### src/rtl/v3n_pkg.sv
package v3n_pkg;

    localparam int IN_WIDTH_DEF = 16;
    localparam int OUT_FRAC_DEF = 14;
    localparam int MAG_FRAC_BITS = 8;
    localparam int LANES = 3;

endpackage

### src/rtl/v3n_div_cell.sv
module v3n_div_cell #(
    parameter int IN_WIDTH = v3n_pkg::IN_WIDTH_DEF,
    parameter int OUT_FRAC = v3n_pkg::OUT_FRAC_DEF
) (
    input  logic                                                     i_clk,
    input  logic                                                     i_rst_n,
    input  logic                                                     i_en,
    input  logic                                                     i_vld,
    input  logic [IN_WIDTH+v3n_pkg::MAG_FRAC_BITS-1:0]                 i_m,
    input  logic [v3n_pkg::LANES-1:0][IN_WIDTH+v3n_pkg::MAG_FRAC_BITS-1:0] i_rem,
    input  logic [v3n_pkg::LANES-1:0][OUT_FRAC+v3n_pkg::MAG_FRAC_BITS-1:0] i_q,
    input  logic [v3n_pkg::LANES:0]                                  i_sb,
    output logic                                                     o_vld,
    output logic [IN_WIDTH+v3n_pkg::MAG_FRAC_BITS-1:0]                 o_m,
    output logic [v3n_pkg::LANES-1:0][IN_WIDTH+v3n_pkg::MAG_FRAC_BITS-1:0] o_rem,
    output logic [v3n_pkg::LANES-1:0][OUT_FRAC+v3n_pkg::MAG_FRAC_BITS-1:0] o_q,
    output logic [v3n_pkg::LANES:0]                                  o_sb
);
    localparam int MW = IN_WIDTH + v3n_pkg::MAG_FRAC_BITS;
    localparam int QW = OUT_FRAC + v3n_pkg::MAG_FRAC_BITS;
    localparam int L  = v3n_pkg::LANES;

    logic [L-1:0][MW:0]   rem2;
    logic [L-1:0]         take;
    logic [L-1:0][MW-1:0] n_rem;
    logic [L-1:0][QW-1:0] n_q;

    logic                 r_vld;
    logic [MW-1:0]        r_m;
    logic [L-1:0][MW-1:0] r_rem;
    logic [L-1:0][QW-1:0] r_q;
    logic [L:0]           r_sb;

    always_comb begin
        for (int k = 0; k < L; k++) begin
            rem2[k]  = {i_rem[k], 1'b0};
            take[k]  = (rem2[k] >= {1'b0, i_m});
            n_rem[k] = take[k] ? MW'(rem2[k] - {1'b0, i_m}) : rem2[k][MW-1:0];
            n_q[k]   = {i_q[k][QW-2:0], take[k]};
        end
    end

    always_ff @(posedge i_clk) begin
        if (!i_rst_n) begin
            r_vld <= 1'b0;
        end else if (i_en) begin
            r_vld <= i_vld;
        end
    end

    always_ff @(posedge i_clk) begin
        if (i_en) begin
            r_m   <= i_m;
            r_rem <= n_rem;
            r_q   <= n_q;
            r_sb  <= i_sb;
        end
    end

    assign o_vld = r_vld;
    assign o_m   = r_m;
    assign o_rem = r_rem;
    assign o_q   = r_q;
    assign o_sb  = r_sb;

endmodule

### config.mk
export PLATFORM = sky130hd
export DESIGN_NAME = v3n_div_cell
export DESIGN_NICKNAME = d
export VERILOG_FILES = /design/src/rtl/v3n_pkg.sv /design/src/rtl/v3n_div_cell.sv
export SDC_FILE = /design/constraint.sdc
export NUM_CORES = 1
export LEC_CHECK = 0
export BUFFER_PORTS_ARGS = -buffer_cell sky130_fd_sc_hd__buf_2
export CAP_MARGIN = 20
export CORE_UTILIZATION = 42
export CTS_BUF_LIST = sky130_fd_sc_hd__clkbuf_8
export DETAILED_ROUTE_END_ITERATION = 7
export HOLD_SLACK_MARGIN = 0.15
export PLACE_DENSITY_LB_ADDON = 0.3
export SYNTH_ARGS = -nofsm -noshare
export SYNTH_HDL_FRONTEND = slang
export SYNTH_SLANG_ARGS = --single-unit
### constraint.sdc
create_clock -name i_clk -period 7.9 [get_ports i_clk]
set_input_delay 0.79 -clock i_clk [delete_from_list [all_inputs] [get_ports i_clk]]
set_output_delay 0.79 -clock i_clk [all_outputs]
set_load 0.1 [all_outputs]
==> metrics <==
mapped cell area between 9000 and 10,000 um2; area grow syn2layout 25.2%; synth unique cells 61; Critical R2R Launch o_vld; Finished Layout Cells 1,388; Reg2Reg Setup Slack 7.30 ns; post-synthesis sequential area ratio approximately 53%; row count 54; DRC Markers 30; Critical Path RT 8.12 ns; met3 GRT Util 4.92%; drt total wl 26,100 um; slowest CP cell a2111oi_4; syn_area_per_cell between 10 and 15 um2; Clock Sinks 167; outcome finished, violations left; Buf/Inv on CP 3; dpl hpwl around 20,000 um; final setup TNS 0 ns; flip-flop and latch count after synthesis 167; failing checks design-rule violations; Num CTS Buffers 17; Avg WL per Cell 18.8 um; hold crit path type input pin to flop; Clock Tree Buf Depth 2; Nets 1,340; Setup-failing EPs final 0; worst r2r dst o_vld; Final Skew 0 ns; R2R cell count 2; RSZ-0062 raised after global routing no; gr busiest metal met2; number of DRC markers in iteration 0 about 420; Critical Path Max Stage Delay ~0.77 ns; worst vdd ir 0.133 mV; signal arrival time at the worst endpoint 4.48 ns; Max Slew Vio Count 0; WHS Path Cells 1; max cap viols 0; CTS H-tree depth 4; FFs w/ async S/R, synth 0%; cell count after placement about 1,400; crit start category input pin; cts repair resizes 0; fin crit share a little over half; Final Hold Vio Count 0; PortBufs 333; critical path depth in cells 13; vias 7,263; post-route minimum period 4.26 ns; largest net degree at the start of global routing 86; Vias/cell 5.23; Final ANT Viol Nets 0; Die Footprint around 23,000 um2; fmax 0.235 GHz; gate count of the mapped netlist 750; Worst-Margin Slew 1.08 ns; layout cells sized above 1 39.6%; TritonCTS clock tree built; CP Cell Sequence buf_2, inv_1, ha_1, nor2b_1, o31a_1, o31ai_2, a21o_4, o41ai_4, a221oi_2, a21oi_2, a2111oi_4, buf_4, mux2_2; GR met2 Demand/Resource 41.1%; GRT Total Usage between 20% and 30%; clock slew at reported path FFs 0.12 ns; GP Congestion between 0.8 and 0.9; # IOs 337; Synth Flop Type edfxtp_1; Setup crit end kind flop; worst rel slew slack about 28%; CP Launch Point i_m[1]; Top delay family on crit path compound AO/OA/AOI/OAI gates; Critical Setup Path Class input pin to flop; worst skew pair latency about 0.47 ns; Post-CTS Setup Inserts 0; Pwr Density 259 nW/um2; syn nets 995; worst-path fanout max 18; First-pass DRT Iterations 8; termination of the worst setup path o_rem[23]; Post-synth EDFFs 166; hold_buf cts 0; Core Region 22,000 um2; synth warn 0; total gr overflow 0; Die X around 150 um; Starting Density 43.2%; root buffer cell clkbuf_8; Leak around 5.2 nW; diode count 0; Die Y around 150 um; global-route wire length before repair about 39,000 um; antenna violations before repair 0; met1 Resource Use GR 25.2%; vias in the first global route around 7,000
[worst min path at each step]
stage	end	slack, ns	startpoint
4_1_cts	o_q[3]	0.45	i_q[2]
6_report	o_q[3]	0.47	i_q[2]
3_5_place_dp	o_vld	0.51	o_vld
2_1_floorplan	o_m[0]	0.89	i_m[0]
5_1_grt	o_q[3]	0.44	i_q[2]
3_3_place_gp	o_vld	0.49	o_vld
[sequential cells by signal, summed over array words and instances, names as in the netlist]
signal / cells
o_rem: 72
o_q: 66
o_m: 24
o_sb: 4
o_vld: 1
[through the flow]
step                worst slack, ns  util, %  hold WS, ns  power [mW]  instance area (um2)
floorplan                      4.22        -        0.889        2.22                 9490
global placement               3.17     52.2        0.492        2.46                11500
detailed placement             3.14     52.2        0.507        2.46                11500
CTS                            3.65     54.1        0.448        3.10                11900
global route                   3.44     54.1        0.444        3.19                11900
finish                         3.64     54.1        0.474        3.08                11900
[power by group]
part           internal (mW)  switching [mW]
registers               1.10          0.0249
logic                  0.296            1.02
clock network          0.243           0.394
total                   1.64            1.44
[per-layer routing]
metal | vias to the layer above | routed length, um
met5 | - | 0
met1 | 3459 | 10300
met4 | 0 | 556
met3 | 28 | 1530
met2 | 240 | 13700
li1 | 3536 | -
[area by class of cell]
type / count / area [um2]
flip-flops and latches: 167 / 5000
fillers: 1930 / 10100
well taps: 280 / 350
repair buffers: 337 / 1700
clock inverters: 15 / 175
inverters: 48 / 180
clock buffers: 17 / 234
multi-input cells: 524 / 4230
[kinds of logic after synthesis]
logic type                 count (synthesis)  share of synthesized area [%]
AOI/OAI and AO/OA                        187                           13.6
DFF                                      167                           52.7
and+or+nand+nor                          134                           6.90
adders and majority gates                 75                           10.1
muxes                                     70                           8.60
buffers and inverters                     59                           2.69
xor gates and xnor gates                  58                           5.35
[Yosys cell counts (3+ instances only)]
library cell	instances	area (um2)
and2_1	3	18.8
o2111ai_1	3	26.3
clkbuf_1	4	15.0
a221oi_1	3	26.3
nand3_1	7	35.0
a21oi_1	53	265
nand2b_1	8	50.1
o31a_1	6	52.6
inv_1	48	180
a31oi_1	4	25.0
nor3b_1	3	22.5
nor2_1	40	150
o21ai_0	35	175
a21oi_2	3	26.3
mux2_2	44	495
buf_2	3	15.0
and4_1	3	26.3
nor3_1	11	55.1
mux2_4	10	150
o31ai_1	6	45.0
xor2_1	17	149
edfxtp_1	166	4980
nand4_1	10	62.6
xnor2_1	41	359
buf_6	4	45.0
a21o_1	21	158
nand2_1	30	113
nor2b_1	9	56.3
ha_1	72	901
o21bai_1	6	45.0
o21a_1	19	143
fa_1	3	60.1
mux2i_1	8	80.1
mux2_1	8	90.1
[cells in the final DEF, fill, tap and decap left out, drive strengths merged, types with 10 or more instances in the layout]
| cell type | count |
|---|---|
| a21o | 22 |
| a21oi | 57 |
| buf | 337 |
| clkbuf | 17 |
| edfxtp | 166 |
| ha | 72 |
| inv | 56 |
| mux2 | 62 |
| nand2 | 30 |
| nand4 | 10 |
| nor2 | 40 |
| nor3 | 11 |
| o21a | 19 |
| o21ai | 36 |
| xnor2 | 41 |
| xor2 | 17 |
Note: power is estimated with default switching activity, not from simulation.
