==> src/rtl/v3n_pkg.sv <==
package v3n_pkg;

    localparam int IN_WIDTH_DEF = 16;
    localparam int OUT_FRAC_DEF = 14;
    localparam int MAG_FRAC_BITS = 8;
    localparam int LANES = 3;

endpackage

==> src/rtl/v3n_sqrt_cell.sv <==
module v3n_sqrt_cell #(
    parameter int IN_WIDTH = v3n_pkg::IN_WIDTH_DEF,
    parameter int SBW      = 4 + 3 * v3n_pkg::IN_WIDTH_DEF
) (
    input  logic                                      i_clk,
    input  logic                                      i_rst_n,
    input  logic                                      i_en,
    input  logic                                      i_vld,
    input  logic [2*IN_WIDTH+2*v3n_pkg::MAG_FRAC_BITS-1:0] i_rad,
    input  logic [IN_WIDTH+v3n_pkg::MAG_FRAC_BITS+2:0]     i_rem,
    input  logic [IN_WIDTH+v3n_pkg::MAG_FRAC_BITS-1:0]     i_root,
    input  logic [SBW-1:0]                            i_sb,
    output logic                                      o_vld,
    output logic [2*IN_WIDTH+2*v3n_pkg::MAG_FRAC_BITS-1:0] o_rad,
    output logic [IN_WIDTH+v3n_pkg::MAG_FRAC_BITS+2:0]     o_rem,
    output logic [IN_WIDTH+v3n_pkg::MAG_FRAC_BITS-1:0]     o_root,
    output logic [SBW-1:0]                            o_sb
);
    localparam int MW   = IN_WIDTH + v3n_pkg::MAG_FRAC_BITS;
    localparam int RW   = MW + 3;
    localparam int RADW = 2 * IN_WIDTH + 2 * v3n_pkg::MAG_FRAC_BITS;

    logic [RW-1:0]   rem_sh;
    logic [RW-1:0]   trial;
    logic            take;
    logic [RW-1:0]   n_rem;
    logic [MW-1:0]   n_root;
    logic [RADW-1:0] n_rad;

    logic            r_vld;
    logic [RADW-1:0] r_rad;
    logic [RW-1:0]   r_rem;
    logic [MW-1:0]   r_root;
    logic [SBW-1:0]  r_sb;

    always_comb begin
        rem_sh = {i_rem[RW-3:0], i_rad[RADW-1 -: 2]};
        trial  = {1'b0, i_root, 2'b01};
        take   = (rem_sh >= trial);
        n_rem  = take ? (rem_sh - trial) : rem_sh;
        n_root = {i_root[MW-2:0], take};
        n_rad  = {i_rad[RADW-3:0], 2'b00};
    end

    always_ff @(posedge i_clk) begin
        if (!i_rst_n) begin
            r_vld <= 1'b0;
        end else if (i_en) begin
            r_vld <= i_vld;
        end
    end

    always_ff @(posedge i_clk) begin
        if (i_en) begin
            r_rad  <= n_rad;
            r_rem  <= n_rem;
            r_root <= n_root;
            r_sb   <= i_sb;
        end
    end

    assign o_vld  = r_vld;
    assign o_rad  = r_rad;
    assign o_rem  = r_rem;
    assign o_root = r_root;
    assign o_sb   = r_sb;

endmodule

==> config.mk <==
export PLATFORM = sky130hd
export DESIGN_NAME = v3n_sqrt_cell
export DESIGN_NICKNAME = d
export VERILOG_FILES = /design/src/rtl/v3n_pkg.sv /design/src/rtl/v3n_sqrt_cell.sv
export SDC_FILE = /design/constraint.sdc
export NUM_CORES = 1
export LEC_CHECK = 0
export BUFFER_PORTS_ARGS = -buffer_cell sky130_fd_sc_hd__buf_2
export CELL_PAD_IN_SITES_DETAIL_PLACEMENT = 2
export CELL_PAD_IN_SITES_GLOBAL_PLACEMENT = 2
export CORE_MARGIN = 2
export CORE_UTILIZATION = 32
export CTS_BUF_LIST = sky130_fd_sc_hd__clkbuf_8
export CTS_CLUSTER_DIAMETER = 40
export DETAILED_ROUTE_END_ITERATION = 8
export GPL_TIMING_DRIVEN = 0
export PLACE_DENSITY_LB_ADDON = 0.1
export SLEW_MARGIN = 20
export SYNTH_ARGS = -nofsm -noshare
export SYNTH_HDL_FRONTEND = slang
export SYNTH_SLANG_ARGS = --single-unit
==> constraint.sdc <==
create_clock -name i_clk -period 5.1 [get_ports i_clk]
set_input_delay 0.255 -clock i_clk [delete_from_list [all_inputs] [get_ports i_clk]]
set_output_delay 0.255 -clock i_clk [all_outputs]
set_load 0.005 [all_outputs]
==> results of run 1 <==
flip-flops by register name (all words and copies together) (netlist names):
register	flops
o_rem	27
o_vld	1
o_root	24
o_sb	52
o_rad	46
final timing paths:
path                                 start        end
worst max-delay path            i_root[13]  o_rem[13]
worst max register to register       o_vld      o_vld
worst min register to register       o_vld      o_vld
worst min-delay path               i_rst_n      o_vld
cells by family (layout without fill, tap and decap cells):
| group | count (synthesis) | after routing | synth area share |
|---|---|---|---|
| fa+ha+maj | 26 | 26 | 0.0508 |
| compound gates | 99 | 99 | 0.104 |
| mux | 5 | 5 | 0.00899 |
| buf+inv | 47 | 503 | 0.0352 |
| xor+xnor | 21 | 21 | 0.0299 |
| flops | 150 | 150 | 0.702 |
| simple gates | 93 | 93 | 0.0682 |
| other cells | 1 | 3 | 0.000586 |
report_power, final:
part | leakage [nW] | total (mW) | switching (mW) | internal (mW)
Combinational | 2.62 | 0.618 | 0.332 | 0.286
Sequential | 1.47 | 1.54 | 0.0449 | 1.49
Clock | 0.177 | 0.925 | 0.570 | 0.356
Total | 4.27 | 3.08 | 0.946 | 2.13
placed cells by master, fill, tap and decap left out, types with 2 or more instances in the layout:
master and instances:
buf_2 307, edfxtp_1 149, dlygate4sd3_1 121, nand2_1 39, inv_1 30, ha_1 26, a21oi_1 21, nor2_1 17
clkbuf_8 17, o21ai_1 16, o21ai_0 12, nand3_1 11, xnor2_1 11, xor2_1 9, o21ai_2 9, a21o_1 8
nand4_1 7, inv_6 6, o21a_1 4, buf_6 4, nor2b_1 4, nand2b_1 4, clkinvlp_4 4, buf_4 3
a31oi_1 3, clkbuf_1 3, o211ai_1 3, and2_1 2, or3_1 2, o31a_1 2, or2_1 2, o21bai_1 2
o221ai_1 2, o31ai_1 2, mux2i_1 2, conb_1 2, inv_8 2
per-layer routing:
metal  share of wire  routed length, um  GRT usage
met3           0.064               1780     0.0749
met1            0.37              10400      0.287
met4           0.023                640     0.0926
met2            0.54              15100      0.495
met5         0.00047                 13          0
final cells by class:
class	count	area, um^2
clock inverter	15	135
tap	265	332
sequential	150	4490
inverter	31	116
timing repair buffer	424	2760
fill	1975	9660
clock buffer	17	234
buffer	16	109
antenna	1	2.50
multi-input combinational	246	1690
stage by stage:
step / power [mW] / area (um^2) / std cells / util / worst slack (ns)
final: 3.08 / 9870 / 1165 / 0.505 / 1.80
after global routing: 3.20 / 9870 / 1165 / 0.505 / 1.57
after CTS: 3.03 / 9870 / 1164 / 0.505 / 1.93
after detailed placement: 2.06 / 8290 / 1011 / 0.424 / 1.96
after global placement: 2.03 / 8250 / 1010 / 0.422 / 1.96
after floorplan: 1.77 / 6410 / 443 / - / 2.57
==> flow_metrics.env, run 1 <==
export IMPL_ys_ff_latch=150
export IMPL_setup_violations=0
export IMPL_grt_pass1_wl_um=41900
export IMPL_drv_slew=0
export IMPL_skew_ns=0
export IMPL_timing_hold_ws_ns=0.0528
export IMPL_cts_buffers=17
export IMPL_synth_edf_count=149
export IMPL_path_cells="dlygate4sd3_1 -> buf_2 -> inv_1 -> ha_1 -> buf_2 -> nand4_1 -> nor2_1 -> nand3_1 -> o31a_1 -> a41oi_2 -> a31oi_1 -> buf_6 -> inv_2 -> mux2_1"
export IMPL_crit_arrival_ns=3.51
export IMPL_wl_per_cell_um=23.9
export IMPL_layout_drive_gt1_share=0.413
export IMPL_cts_sinks=150
export IMPL_ys_types=58
export IMPL_synth_top_cells_by_area="edfxtp_1 70%, ha_1 5.1%, nand2_1 2.3%, inv_1 1.8%, a21oi_1 1.6%"
export IMPL_async_flop_share=0
export IMPL_period_needed_ns=3.30
export IMPL_die_area_um2=21200
export IMPL_drtAntennaViolNets=0
export IMPL_max_stage_delay_ns=0.54
export IMPL_rrSetupSlack_ns=4.41
export IMPL_place_gp_congestion=0.763
export IMPL_ys_flop_type="edfxtp_1"
export IMPL_die_height_um=145
export IMPL_grt_pass1_vias=6332
export IMPL_path_clk_slew_ns=0.10
export IMPL_coreArea_um2=19500
export IMPL_grt_setup_unrepaired="false"
export IMPL_status="completed"
export IMPL_yosysMostFrequentCell="edfxtp_1"
export IMPL_yosysTopAreaCell="edfxtp_1"
export IMPL_grt_max_degree=108
export IMPL_clkLatencyLatePin_ns=0.46
export IMPL_slowest_stage="dlygate4sd3_1"
export IMPL_vias=5580
export IMPL_drc=0
export IMPL_crit_top_cell="buf_2"
export IMPL_cp_depth=14
export IMPL_crit_required_ns=5.31
export IMPL_viasPerCell=4.79
export IMPL_dr_pass1_iters=5
export IMPL_reg2reg_depth=2
export IMPL_critical_path_class="in -> reg"
export IMPL_max_vdd_ir_drop_mv=0.197
export IMPL_cts_tree="built"
export IMPL_cp_top_family="buffers and inverters"
export IMPL_synth_area_per_cell_um2=14.5
export IMPL_path_max_fanout=10
export IMPL_p_per_area_nw_per_um2=312
export IMPL_areaGrowthSynthToFinish_pct=54.2
export IMPL_clockBufferDepth=2
export IMPL_worstSetupEndpointType="flip-flop"
export IMPL_worstHoldPathCells=2
export IMPL_ioPinCount=307
export IMPL_grt_antenna_before_repair=2
export IMPL_finalWirelength_um=27900
export IMPL_post_cts_setup_buffers=0
export IMPL_fin_nets=1067
export IMPL_max_slew_margin_rel=0.612
export IMPL_grt_use_total=0.265
export IMPL_initialDrtViolationCount=278
export IMPL_h_tree_depth=4
export IMPL_syn_cell_area_um2=6400
export IMPL_initial_utilization=0.328
export IMPL_fin_crit_sh=0.647
export IMPL_synth_top_area_frac=0.699
export IMPL_cap_viol_max_count=0
export IMPL_finalSetupTns_ns=0
export IMPL_grt_overflow=0
export IMPL_synthTopCellsByCount="149 x edfxtp_1, 39 x nand2_1, 30 x inv_1, 26 x ha_1, 21 x a21oi_1"
export IMPL_hpwl_um=16500
export IMPL_ys_seq_area_frac=0.702
export IMPL_holdCritPathClass="in -> reg"
export IMPL_fmax_mhz=303
export IMPL_die_w_um=145
export IMPL_hold_viol=0
export IMPL_leakage_nw=4.27
export IMPL_rows=51
export IMPL_cts_resized=0
export IMPL_numPortBuffers=302
export IMPL_ctsHoldBuffers=121
export IMPL_crit_path_start_kind="input port"
export IMPL_worstMarginPinSlew_ns=0.575
export IMPL_path_buf_inv=6
export IMPL_netlist_instances=442
export IMPL_root_buffer="clkbuf_8"
export IMPL_ys_warn_count=0
Power figures use the tool's default switching activity.
==> run 2, diff against run 1 <==
Settings changed: CORE_UTILIZATION 32 to 27.
Clock period 5.1 ns to 3 ns, I/O delays scaled along.
==> flow_metrics.env, run 2 (same netlist as run 1, synthesis figures left out) <==
export IMPL_status="completed"
export IMPL_setup_violations=0
export IMPL_worstSetupEndpointType="flip-flop"
export IMPL_areaGrowthSynthToFinish_pct=60.4
export IMPL_cap_viol_max_count=0
export IMPL_drv_slew=0
export IMPL_clkLatencyLatePin_ns=0.47
export IMPL_seq_area_um2=4490
export IMPL_max_stage_delay_ns=0.56
export IMPL_max_slew_margin_rel=0.593
export IMPL_reg2reg_to="o_vld"
export IMPL_dp_cells=1065
export IMPL_holdPathEnd="o_rem[26]"
export IMPL_grt_overflow=0
export IMPL_path_buf_inv=6
export IMPL_crit_arrival_ns=3.11
export IMPL_period_needed_ns=2.89
export IMPL_dr_pass1_iters=4
export IMPL_clockBufferDepth=2
export IMPL_critical_path_class="in -> reg"
export IMPL_p_per_area_nw_per_um2=522
export IMPL_numPortBuffers=302
export IMPL_rows=56
export IMPL_vias=5574
export IMPL_die_height_um=158
export IMPL_finalWirelength_um=26300
export IMPL_max_vdd_ir_drop_mv=0.216
export IMPL_skew_ns=0
export IMPL_dp_slack_ns=-0.0967
export IMPL_ioPinCount=307
export IMPL_h_tree_depth=4
export IMPL_cp_top_family="buffers and inverters"
export IMPL_leakage_nw=4.42
export IMPL_path_max_fanout=10
export IMPL_worstHoldPathCells=2
export IMPL_finish_instance_area_um2=10300
export IMPL_nFillCells=2471
export IMPL_hold_viol=0
export IMPL_grt_max_degree=106
export IMPL_grt_antenna_before_repair=4
export IMPL_finalSetupTns_ns=0
export IMPL_fin_nets=1094
export IMPL_fmax_mhz=346
export IMPL_crit_required_ns=3.22
export IMPL_p_total_mw=5.36
export IMPL_die_w_um=158
export IMPL_layout_common_cells="306 x buf_2, 149 x edfxtp_1, 146 x dlygate4sd3_1, 39 x nand2_1, 30 x inv_1"
export IMPL_rrSetupSlack_ns=1.77
export IMPL_r2r_start="o_vld"
export IMPL_layout_drive_gt1_share=0.406
export IMPL_path_clk_slew_ns=0.09
export IMPL_hpwl_um=16900
export IMPL_worst_slack_ns=0.109
export IMPL_grt_pass1_wl_um=38000
export IMPL_wl_per_cell_um=21.1
export IMPL_hold_start="i_rem[24]"
export IMPL_cts_sinks=150
export IMPL_die_area_um2=25000
export IMPL_initial_utilization=0.274
export IMPL_postLayoutCoreUtil=0.439
export IMPL_grt_use_total=0.208
export IMPL_cts_tree="built"
export IMPL_timing_hold_ws_ns=0.0676
export IMPL_cts_buffers=17
export IMPL_coreArea_um2=23400
export IMPL_reg2reg_depth=3
export IMPL_place_gp_congestion=0.748
export IMPL_multi_input_area_um2=1700
export IMPL_cp_depth=14
export IMPL_root_buffer="clkbuf_8"
export IMPL_grt_pass1_vias=6234
export IMPL_slowest_stage="dlygate4sd3_1"
export IMPL_initialDrtViolationCount=234
export IMPL_layout_commonest_cell="buf_2"
export IMPL_path_cells="dlygate4sd3_1 -> buf_2 -> inv_1 -> ha_1 -> clkbuf_4 -> nand4_1 -> or3_1 -> o41a_1 -> o31a_1 -> a41oi_2 -> a31oi_2 -> buf_6 -> inv_2 -> mux2_1"
export IMPL_fin_crit_sh=0.964
export IMPL_drc=0
export IMPL_final_cell_count_no_fill=1248
export IMPL_worstMarginPinSlew_ns=0.610
export IMPL_drtAntennaViolNets=0
export IMPL_placed_area_um2=8350
export IMPL_largest_reg_flops=52
export IMPL_holdCritPathClass="in -> reg"
export IMPL_viasPerCell=4.47
export IMPL_crit_path_start_kind="input port"
[run 2: cell types whose count changed in the layout (fill, tap and decap cells not counted), sizes merged]
cell         delta
dlygate4sd3    +25
clkinv          -2
buf             +1
bufinv          +2
inv             +2
clkinvlp        -3
diode           +3
clkbuf          +1
[run 2: how the worst max path moves through the flow]
stage | start | end | slack (ns)
final | i_root[11] | o_rem[13] | 0.11
after CTS | i_root[11] | o_rem[13] | 0.004
after detailed placement | i_root[4] | o_rem[6] | -0.1
after global routing | i_root[11] | o_rem[13] | -0.0006
after floorplan | i_root[14] | o_rem[13] | 0.58
after global placement | i_en | o_vld | -0.11
[run 2: report_power, final]
part	leakage, nW	total (mW)	switching (mW)	internal [mW]
sequential	1.47	2.59	0.0631	2.53
combinational	2.75	1.05	0.534	0.512
clock	0.209	1.72	0.942	0.780
[run 2: timing repair]
action	in CTS	in global routing
resized for setup	0	6
setup buffers	0	2
endpoints found under the setup margin	0	24
hold buffers	146	0
endpoints found under the hold margin	145	0
[run 2: layout make-up]
class | instances | area share
Sequential cell | 150 | 0.438
Timing Repair Buffer | 451 | 0.295
Multi-Input combinational cell | 246 | 0.165
Tap cell | 319 | 0.0389
Clock buffer | 17 | 0.0228
Clock inverter | 14 | 0.0177
Inverter | 31 | 0.0113
Buffer | 16 | 0.0110
Antenna cell | 4 | 0.000974
[run 2: routing by layer]
| layer | global-route usage | wire length, um |
|---|---|---|
| met1 | 0.225 | 9930 |
| met4 | 0.0768 | 598 |
| met2 | 0.386 | 14000 |
| met3 | 0.0597 | 1740 |
| met5 | 0 | 20 |
